File: config.mk
export PLATFORM = sky130hd
export DESIGN_NAME = gwm_shape
export DESIGN_NICKNAME = d
export VERILOG_FILES = /design/src/hdl/gwm_pkg.sv /design/src/hdl/gwm_shape.sv
export SDC_FILE = /design/constraint.sdc
export NUM_CORES = 1
export LEC_CHECK = 0
export BUFFER_PORTS_ARGS = -buffer_cell sky130_fd_sc_hd__buf_2
export CORE_ASPECT_RATIO = 0.9
export CORE_MARGIN = 2
export CORE_UTILIZATION = 50
export CTS_BUF_LIST = sky130_fd_sc_hd__clkbuf_4 sky130_fd_sc_hd__clkbuf_8
export CTS_CLUSTER_SIZE = 14
export DETAILED_ROUTE_END_ITERATION = 16
export PLACE_DENSITY_LB_ADDON = 0.3
export SLEW_MARGIN = 10
export SYNTH_ARGS = -nofsm -noshare
export SYNTH_HDL_FRONTEND = slang
export SYNTH_SLANG_ARGS = --single-unit
File: constraint.sdc
create_clock -name clk -period 2.7 [get_ports clk]
set_input_delay 0.54 -clock clk [delete_from_list [all_inputs] [get_ports clk]]
set_output_delay 0.54 -clock clk [all_outputs]
set_load 0.03 [all_outputs]
File: src/hdl/gwm_pkg.sv
`default_nettype none

package gwm_pkg;

  localparam int WORD_LEN      = 4;
  localparam int TAIL          = WORD_LEN - 1;
  localparam int CHAR_W        = 8;
  localparam int WORD_W        = 32;
  localparam int ENTRY_W       = CHAR_W * TAIL;
  localparam int HITS_W        = 4;
  localparam int TOTAL_W       = 24;
  localparam int DEF_MAX_WIDTH = 256;

  localparam logic [WORD_W-1:0] TARGET_RESET = 32'h584D4153;

  // register index, taken from paddr[2]
  localparam logic REG_TARGET = 1'b0;

  // one line of the search, far end first, current cell last
  typedef logic [WORD_LEN-1:0][CHAR_W-1:0] line_t;

  typedef struct packed {
    logic first_col;
    logic wr_ok;
    logic horiz_ok;
    logic vert_ok;
    logic diag_ok;
    logic anti_ok;
    logic err;
    logic done;
  } item_t;

  // character k of the word, first character in the top byte
  function automatic logic [CHAR_W-1:0] word_char(input logic [WORD_W-1:0] w,
                                                  input int k);
    logic [2*WORD_W-1:0] ext;
    ext = {{WORD_W{1'b0}}, w} >> (CHAR_W * (WORD_LEN - 1 - k));
    return ext[CHAR_W-1:0];
  endfunction

  // forward and reversed match of one line
  function automatic logic [1:0] line_hits(input line_t seq,
                                           input logic [WORD_W-1:0] w);
    logic fwd;
    logic rev;
    fwd = 1'b1;
    rev = 1'b1;
    for (int k = 0; k < WORD_LEN; k++) begin
      if (seq[k] != word_char(w, k)) fwd = 1'b0;
      if (seq[k] != word_char(w, WORD_LEN - 1 - k)) rev = 1'b0;
    end
    return {1'b0, fwd} + {1'b0, rev};
  endfunction

endpackage

`default_nettype wire

File: src/hdl/gwm_shape.sv
`default_nettype none

module gwm_shape #(
  parameter int MAX_WIDTH = gwm_pkg::DEF_MAX_WIDTH
) (
  input  wire logic                             clk,
  input  wire logic                             rst_n,
  input  wire logic                             load,
  input  wire logic                             last_in_row,
  input  wire logic                             last_in_grid,
  output logic      [$clog2(MAX_WIDTH+1)-1:0]   col,
  output gwm_pkg::item_t                        info
);

  localparam int CW = $clog2(MAX_WIDTH + 1);
  localparam int RW = $clog2(MAX_WIDTH + gwm_pkg::WORD_LEN + 1);
  localparam int SW = $clog2(gwm_pkg::TAIL + 1);

  logic [CW-1:0] column_r,    column_nxt;
  logic [SW-1:0] rows_seen_r, rows_seen_nxt;
  logic [RW-1:0] row_width_r, row_width_nxt;
  logic          err_r,       err_nxt;

  logic [RW-1:0] col_w;
  logic [RW-1:0] col_inc;
  logic [RW-1:0] reach;
  logic          in_store;
  logic          rows_ok;
  logic          row_end;
  logic          mismatch;

  always_comb begin
    col_w    = RW'(column_r);
    col_inc  = col_w + RW'(1);
    reach    = col_w + RW'(gwm_pkg::TAIL);
    in_store = col_w < RW'(MAX_WIDTH);
    rows_ok  = rows_seen_r == SW'(gwm_pkg::TAIL);
    row_end  = last_in_row | last_in_grid;
    mismatch = row_end && (row_width_r != '0) && (col_inc != row_width_r);

    info.first_col = column_r == '0;
    info.wr_ok     = in_store;
    info.horiz_ok  = col_w >= RW'(gwm_pkg::TAIL);
    info.vert_ok   = rows_ok & in_store;
    info.diag_ok   = rows_ok & in_store & info.horiz_ok;
    info.anti_ok   = rows_ok & in_store & (reach < row_width_r) & (reach < RW'(MAX_WIDTH));
    info.err       = err_r | ~in_store | mismatch;
    info.done      = last_in_grid;
  end

  assign col = column_r;

  always_comb begin
    column_nxt    = column_r;
    rows_seen_nxt = rows_seen_r;
    row_width_nxt = row_width_r;
    err_nxt       = err_r;
    if (load) begin
      if (last_in_grid) begin
        column_nxt    = '0;
        rows_seen_nxt = '0;
        row_width_nxt = '0;
        err_nxt       = 1'b0;
      end else begin
        err_nxt = info.err;
        if (row_end) begin
          if (row_width_r == '0) row_width_nxt = col_inc;
          if (!rows_ok) rows_seen_nxt = rows_seen_r + SW'(1);
          column_nxt = '0;
        end else if (in_store) begin
          column_nxt = column_r + CW'(1);
        end
      end
    end
  end

  always_ff @(posedge clk) begin
    if (!rst_n) begin
      column_r    <= '0;
      rows_seen_r <= '0;
      row_width_r <= '0;
      err_r       <= 1'b0;
    end else begin
      column_r    <= column_nxt;
      rows_seen_r <= rows_seen_nxt;
      row_width_r <= row_width_nxt;
      err_r       <= err_nxt;
    end
  end

endmodule

`default_nettype wire

* Word-level counts from Yosys, hierarchy flattened
Index checks and enable logic that the tools add are counted. W data, S select, Z words.
Cells by class: $add $sub $neg 3, order comparisons 4, equality and inequality tests 3, mux-type cells 10, bitwise gates (word level) 8, reductions and logical operators 11
Operators with widths (number):
- $mux W9 | 6
- $logic_not A9 Y1 | 2
- $lt A9 B9 Y1 const B | 2
- $add A9 B1 Y9 const B | 1
- $add A9 B2 Y9 const B | 1
- $ge A9 B2 Y1 const B | 1
- $lt A9 B9 Y1 | 1
- $ne A9 B9 Y1 | 1
- $reduce_bool A9 Y1 | 1
- $mux W2 | 3
- $reduce_and A3 Y1 | 2
- $and A1 B1 Y1 | 4
- $reduce_bool A2 Y1 | 2
- $or A1 B1 Y1 | 3
- $reduce_bool A3 Y1 | 1
- $add A2 B1 Y2 const B | 1
- $eq A2 B2 Y1 const B | 1
- $logic_and A1 B1 Y1 | 2
- $ne A2 B2 Y1 const B | 1
- $reduce_and A2 Y1 | 1
- $mux W1 | 1
- $not A1 Y1 | 1
Storage, ports and cells: input port bits 5, word-level logic and storage cells 43, register bits 21, output and inout bits 17

* Depth between registers and ports, before layout
Gate-level depths: netlist of the first run.
depth after elaboration 5, depth in mapped cells 12, depth with buffers taken out 10

* Worst setup path before layout of the first run
OpenSTA, ideal clock, no wires.
kind register -> output, from register column_r[0], in the netlist col[0], to output info[2] in the netlist's numbering, buffers on the path 1, data required time 2.160 ns, setup slack -0.690 ns, arrival time 2.850 ns, stages on the path, launching flop included 12, cell sequence dfxtp_1 clkbuf_1 inv_1 ha_1 inv_1 ha_1 nor2b_1 o21a_1 o21a_1 o21ai_0 a21oi_1 nor3b_1
RTL lines:
- start: declaration | line gwm_shape.sv:19 | logic [CW-1:0] column_r, column_nxt;
- start signal: assignment | line gwm_shape.sv:84 | column_r <= column_nxt;
- end: declaration | line gwm_shape.sv:12 | output gwm_pkg::item_t info

==> metrics.yaml, run 1 <==
status:
  status: "finished, violations left"
  violations: "negative setup slack"
finish:
  drive_above_1_share_pct: 35.3
  syn2layout_area_growth_pct: 32.2
  n_antenna_cell: 0
  fin_nets: 277
floorplanning:
  io_pins: 22
  rows: 20
  start_util_pct: 52.1
  die_w_um: 66.5
  die_area_sq_mm: 0.00401
  die_h_um: 60.3
  fp.coreArea_sq_mm: 0.00338
grt:
  grt_max_degree: 22
  grt-ovfl-total: 0
  grtUsageTotal_pct: 24.0
  grt_antenna_before_repair: 0
  first_global_vias: 1545
  grt_pass1_wl_um: 7230
route:
  first_pass_iters: 4
  wirelength_um: 4770
  num_vias: 1720
  ant_nets: 0
  drtIter0Drc: 68
  wl_per_cell_um: 15.8
  vias_per_cell: 5.70
  route.detailed.drc: 0
clock_tree:
  cts_max_path_buffers: 2
  cts_tree: "yes"
  numCtsBuffers: 3
  cts.htree.levels: 1
  worstSkewPairLatency_ps: 270
  holdBufCountCts: 0
  clk_pin_slew_ps: 90
  cts.sinks: 21
  cts_root_buf: "clkbuf_8"
min_path:
  hold_path_class: "reg2reg"
  worstHoldPathCells: 2
  hp-start: "row_width_r[7]$_SDFFE_PN0P_"
  whs_endpoint: "row_width_r[7]$_SDFFE_PN0P_"
place:
  place.gp.congestion: 0.913
  place_hpwl_um: 3170
  numPortBuffers: 21
power:
  p_per_area_mw_per_mm2: 279
  p_leak_uw: 0.000967
  peakVddDrop_uv: 216
synth:
  syn_area_sq_mm: 0.00176
  ys_types: 38
  syn-instance-count: 221
  yosysSeqAreaShare_pct: 23.9
  ys_ff_latch: 21
  syn_avg_cell_area_sq_um: 7.97
  synth_edf_count: 0
  synth_ff_type: "dfxtp_1"
  syn_nets: 239
  synthArstFlopShare_pct: 0
  ys_warn_count: 0
critical_path:
  required_ps: 2160
  reg2reg_depth: 9
  r2r_setup_slack_ps: 580
  arrival_ps: 2330
  end_kind: "output port"
  critPathMaxStageDelay_ps: 380
  crit_type: "reg2out"
  critPathSlowestCell: "dfxtp_4"
  r2r-end: "err_r$_SDFFE_PN0P_"
  reg2reg_from: "col[0]$_SDFFE_PN0P_"
  crit_fanout: 3
  critical_path.cell_chain: "inv_4 > ha_4 > inv_4 > ha_4 > nor2b_4 > o21a_1 > o21a_1 > o21ai_2 > a21oi_2 > nor3b_4 > buf_6"
  crit_path_start: "col[0]$_SDFFE_PN0P_"
  startpoint_type: "register"
sta:
  fin_skew_ps: 5.91
  finalSetupViolCount: 2
  holdWs_ps: 525
  final_hold_viol_count: 0
  grt_setup_unrepaired: "yes"
  period_needed_ps: 2870
  drv_slew: 0
  tns_ps: -344
  finalWorstSetupSlack_ps: -173
  relSlewSlack_pct: 64.4
  period_share_pct: 106
  fmax_mhz: 348
  max_slew.worst_pin.slew_ps: 532
flow_run:
  drv_cap: 0
-- logic make-up (layout without fill, tap and decap cells) --
| logic type | Yosys count | count (layout) | synth area share [%] |
|---|---|---|---|
| AO/OA/AOI/OAI | 35 | 35 | 12.3 |
| XOR/XNOR | 21 | 21 | 11.2 |
| AND/OR/NAND/NOR | 88 | 88 | 27.6 |
| adder cells (fa/ha/maj) | 13 | 13 | 9.24 |
| multiplexers | 11 | 11 | 6.25 |
| flip-flops | 21 | 21 | 23.9 |
| buffers and inverters | 32 | 69 | 9.45 |
-- synthesized netlist by cell type (2+ instances only) --
cell	count	area, sq um
dfxtp_1	21	420
nor2_1	21	78.8
nor2b_1	19	119
xnor2_1	15	131
inv_1	14	52.6
ha_1	13	163
o21ai_0	13	65.1
mux2i_1	11	110
a21oi_1	8	40.0
nand2_1	8	30.0
clkbuf_1	7	26.3
nand3_1	7	35.0
a21boi_0	6	45.0
and3_1	5	31.3
xor2_1	5	43.8
buf_2	4	20.0
buf_6	4	45.0
nand4_1	4	25.0
nor3_1	4	20.0
or3_1	4	25.0
buf_4	3	22.5
nor4_1	3	18.8
o21a_1	3	22.5
and3_2	2	15.0
nor3b_1	2	15.0
o211ai_1	2	15.0
or3b_2	2	17.5
-- sequential cells by signal, indices dropped and copies added (netlist names) --
| register | flops |
|---|---|
| err_r | 1 |
| row_width_r | 9 |
| col | 9 |
| rows_seen_r | 2 |
-- cell type report --
class                      count  area (sq um)
clock buffer                   4          48.8
sequential                    21           439
fill                         274          1050
tap                           44          55.1
inverter                      14          60.1
timing repair buffer          51           358
multi-input combinational    168          1370
-- worst max-delay path: cells and delay by family, from the launching register on --
family | cells | cell delay [ps]
adders and majority gates | 2 | 500
AOI/OAI and AO/OA | 4 | 610
buffers and inverters | 3 | 240
and+or+nand+nor | 2 | 300
DFF | 1 | 380
-- per-layer routing --
layer	vias up	track usage, %	routed length, um
li1	826	-	-
met1	813	30.9	2040
met2	74	40.6	2250
met3	7	6.59	409
met4	0	4.96	57
met5	-	0	0
-- cell usage in the layout, fill, tap and decap left out, types with 3 or more instances in the layout --
cell type  instances
a21boi_0           6
a21oi_1            6
and3_1             4
and3_4             3
buf_2             19
buf_4             26
buf_6              6
clkbuf_8           3
dfxtp_1           16
dfxtp_4            5
ha_1               8
ha_4               5
inv_1             11
inv_4              3
mux2i_1           11
nand2_1            7
nand3_1            6
nand4_1            4
nor2_1            19
nor2b_1           18
nor3_1             4
o21a_1             3
o21ai_0           10
or3_1              4
xnor2_1           11
xnor2_2            3
xor2_1             5
-- where the power goes --
part           internal [uW]  switching [uW]  leakage, uW
logic                   49.6            55.8     0.000767
registers                308            3.35     0.000173
clock network            116             117    0.0000262
-- worst max path at each step --
stage                     endpoint  slack (ps)
after global placement     info[1]          20
final                      info[2]        -170
after global routing       info[1]        -260
after floorplan            info[2]        -130
after CTS                  info[2]        -170
after detailed placement   info[1]         -50
-- timing repair --
item                                   CTS  global route
buffers inserted                         3             8
endpoints found under the hold margin    0             0
pin swaps                               15            23
gates resized for setup                 22            20
setup endpoints to repair                2             2
-- per-stage QoR --
step	worst slack, ps	cell area [sq um]	total power (uW)	util (%)	cells
2_1_floorplan	-127	1820	378	-	221
3_3_place_gp	18.8	2010	400	59.5	288
3_5_place_dp	-51.5	2010	401	59.5	288
4_1_cts	-173	2170	636	64.2	295
5_1_grt	-265	2330	672	68.9	302
6_report	-173	2330	650	68.9	302
No activity file was read; power rests on OpenSTA's default activity.
==> run 2: changes to the inputs <==
--- a/constraint.sdc
+++ b/constraint.sdc
@@ -3,2 +3,2 @@
 set_output_delay 0.54 -clock clk [all_outputs]
-set_load 0.03 [all_outputs]
+set_load 0.01 [all_outputs]
==> run 2 against run 1 <==
Against the previous run: clock power decreased by 7%; the flow still finishes with violations (negative setup slack); combinational power is 21% lower; hold slack improved by 7.3 ps; sequential power hardly changed; worst setup slack better by 58 ps; sequential cell count is the same; core utilization down 4.7 points; fmax up 2.1%; highest routed layer unchanged; non-clock buffer count shrank 5; register-to-register slack improved by 120 ps.
==> metrics.yaml, run 2 (synthesis results as in run 1) <==
status:
  status: "finished, violations left"
  violations: "negative setup slack"
grt:
  grt_pass1_wl_um: 6780  # -6.2%
  first_global_vias: 1393  # -9.8%
  grt_max_degree: 22  # unchanged
  grtUsageTotal_pct: 22.8  # -1.2 points
  grt-ovfl-total: 0  # unchanged
  grt_antenna_before_repair: 0  # unchanged
sta:
  final_hold_viol_count: 0  # unchanged
  max_slew.worst_pin.slew_ps: 447  # -84.5 ps
  finalWorstSetupSlack_ps: -115  # +57.9 ps
  fin_skew_ps: 3.55  # -2.36 ps
  relSlewSlack_pct: 69.3  # +4.9 points
  drv_slew: 0  # unchanged
  grt_setup_unrepaired: "yes"
  fmax_mhz: 355  # +2.1%
  period_needed_ps: 2820  # -57.9 ps
  period_share_pct: 104  # -2.1 points
  finalSetupViolCount: 2  # unchanged
power:
  p_per_area_mw_per_mm2: 283  # +1.4%
  p_sw_uw: 160  # -9.4%
  p_comb_share_pct: 13.5  # -2.7 points
  pwr-share-seq_pct: 51.2  # +3.3 points
  p_leak_uw: 0.000904  # -6.5%
  peakVddDrop_uv: 246  # +14%
  p_sw_share_pct: 26.1  # -1.1 points
  p_int_uw: 453  # -4.2%
  pwr-share-clk_pct: 35.3  # -0.6 points
finish:
  stdcell_area_sq_mm: 0.00217  # -6.9%
  final.fill_count: 312  # +14%
  layout_commonest_cell: "buf_4"
  fin_nets: 272  # -1.8%
  syn2layout_area_growth_pct: 23.1
  final_cell_mix: "buf_4 (24), buf_2 (21), nor2_1 (20), nor2b_1 (19), dfxtp_1 (16)"
  drive_above_1_share_pct: 29.6  # -5.6 points
  n_antenna_cell: 0  # unchanged
floorplanning:
  die_h_um: 60.3  # unchanged
  die_w_um: 66.5  # unchanged
  start_util_pct: 52.1  # unchanged
  rows: 20  # unchanged
  io_pins: 22  # unchanged
  fp.coreArea_sq_mm: 0.00338  # unchanged
  die_area_sq_mm: 0.00401  # unchanged
clock_tree:
  cts_tree: "yes"
  cts.sinks: 21  # unchanged
  clk_pin_slew_ps: 80  # about the same
  cts_root_buf: "clkbuf_8"
  numCtsBuffers: 3  # unchanged
  cts_max_path_buffers: 2  # unchanged
  holdBufCountCts: 0  # unchanged
  worstSkewPairLatency_ps: 260  # about the same
  cts.htree.levels: 1  # unchanged
critical_path:
  crit_type: "reg2out"
  arrival_ps: 2280  # -50 ps
  crit_fanout: 5  # +2
  required_ps: 2160  # about the same
  end_kind: "output port"
  startpoint_type: "register"
route:
  route.detailed.drc: 0  # unchanged
  drtIter0Drc: 91  # +34%
  vias_per_cell: 5.48  # -3.7%
  first_pass_iters: 4  # unchanged
  ant_nets: 0  # unchanged
  num_vias: 1629  # -5.3%
  wl_per_cell_um: 14.5  # -8.2%
  wirelength_um: 4300  # -9.7%
flow_run:
  drv_cap: 0  # unchanged
place:
  placed_cell_area_sq_mm: 0.00197  # -2.1%
  numPortBuffers: 21  # unchanged
  place.gp.congestion: 0.933  # +2.2%
  place_ws_ps: -44.7  # +6.81 ps
  place_hpwl_um: 3060  # -3.2%
min_path:
  hold_path_class: "reg2reg"
run 2: cell count changes in the layout (fill, tap and decap cells not counted), sizes merged:
cell / delta
clkbuf: -1
clkinv: +1
buf: -5
run 2: layer usage:
metal	GRT usage, %	vias to the layer above	share of wire [%]
li1	-	814	-
met1	31.2	760	45
met2	36.6	46	48
met3	5.65	9	6.2
met4	4.66	0	1.4
met5	0	-	0
run 2: final timing paths:
| kind | from | endpoint | slack (ps) | depth (start not counted) |
|---|---|---|---|---|
| setup reg to reg | col[0]$_SDFFE_PN0P_ | err_r$_SDFFE_PN0P_ | 700 | 7 |
| hold / removal | row_width_r[7]$_SDFFE_PN0P_ | row_width_r[7]$_SDFFE_PN0P_ | 530 | 2 |
| hold reg to reg | row_width_r[7]$_SDFFE_PN0P_ | row_width_r[7]$_SDFFE_PN0P_ | 530 | 2 |
| setup / recovery | col[0]$_SDFFE_PN0P_ | info[1] | -120 | 8 |
run 2: critical path: stages, from the launching register on:
cell      delay [ps]
dfxtp_4          360
ha_2             240
xnor2_4          150
xnor2_1          130
or4_4            560
nor4_4           160
o2111a_1         240
nor2_1            40
buf_2            130
run 2: what timing repair did:
action | CTS | global route
resized for setup | 20 | 6
endpoints found under the setup margin | 2 | 2
buffers inserted | 4 | 2
pin swaps | 17 | 8
run 2: power by group through the flow:
stage               sequential (uW)  combinational (uW)  clock, uW
global route                    315                90.8        236
finish                          314                82.8        216
global placement                322                72.5          0
detailed placement              322                72.9          0
floorplan                       322                53.4          0
CTS                             315                80.2        223
run 2: through the flow:
stage,power [uW],util [%],instances,hold WS (ps),TNS (ps)
floorplan,375,-,221,483,0
global placement,394,58.2,287,498,0
detailed placement,395,58.2,287,526,-44.7
CTS,618,62.7,295,542,-199
global route,642,64.1,297,589,-428
finish,613,64.1,297,532,-222
run 2: area by class of cell:
class	count	area (sq um)	share of cell area (%)
tap	44	55.1	2.54
inverter	14	52.6	2.42
multi-input combinational	168	1280	59.0
timing repair buffer	46	305	14.1
sequential	21	429	19.8
clock buffer	3	41.3	1.91
clock inverter	1	5.00	0.231
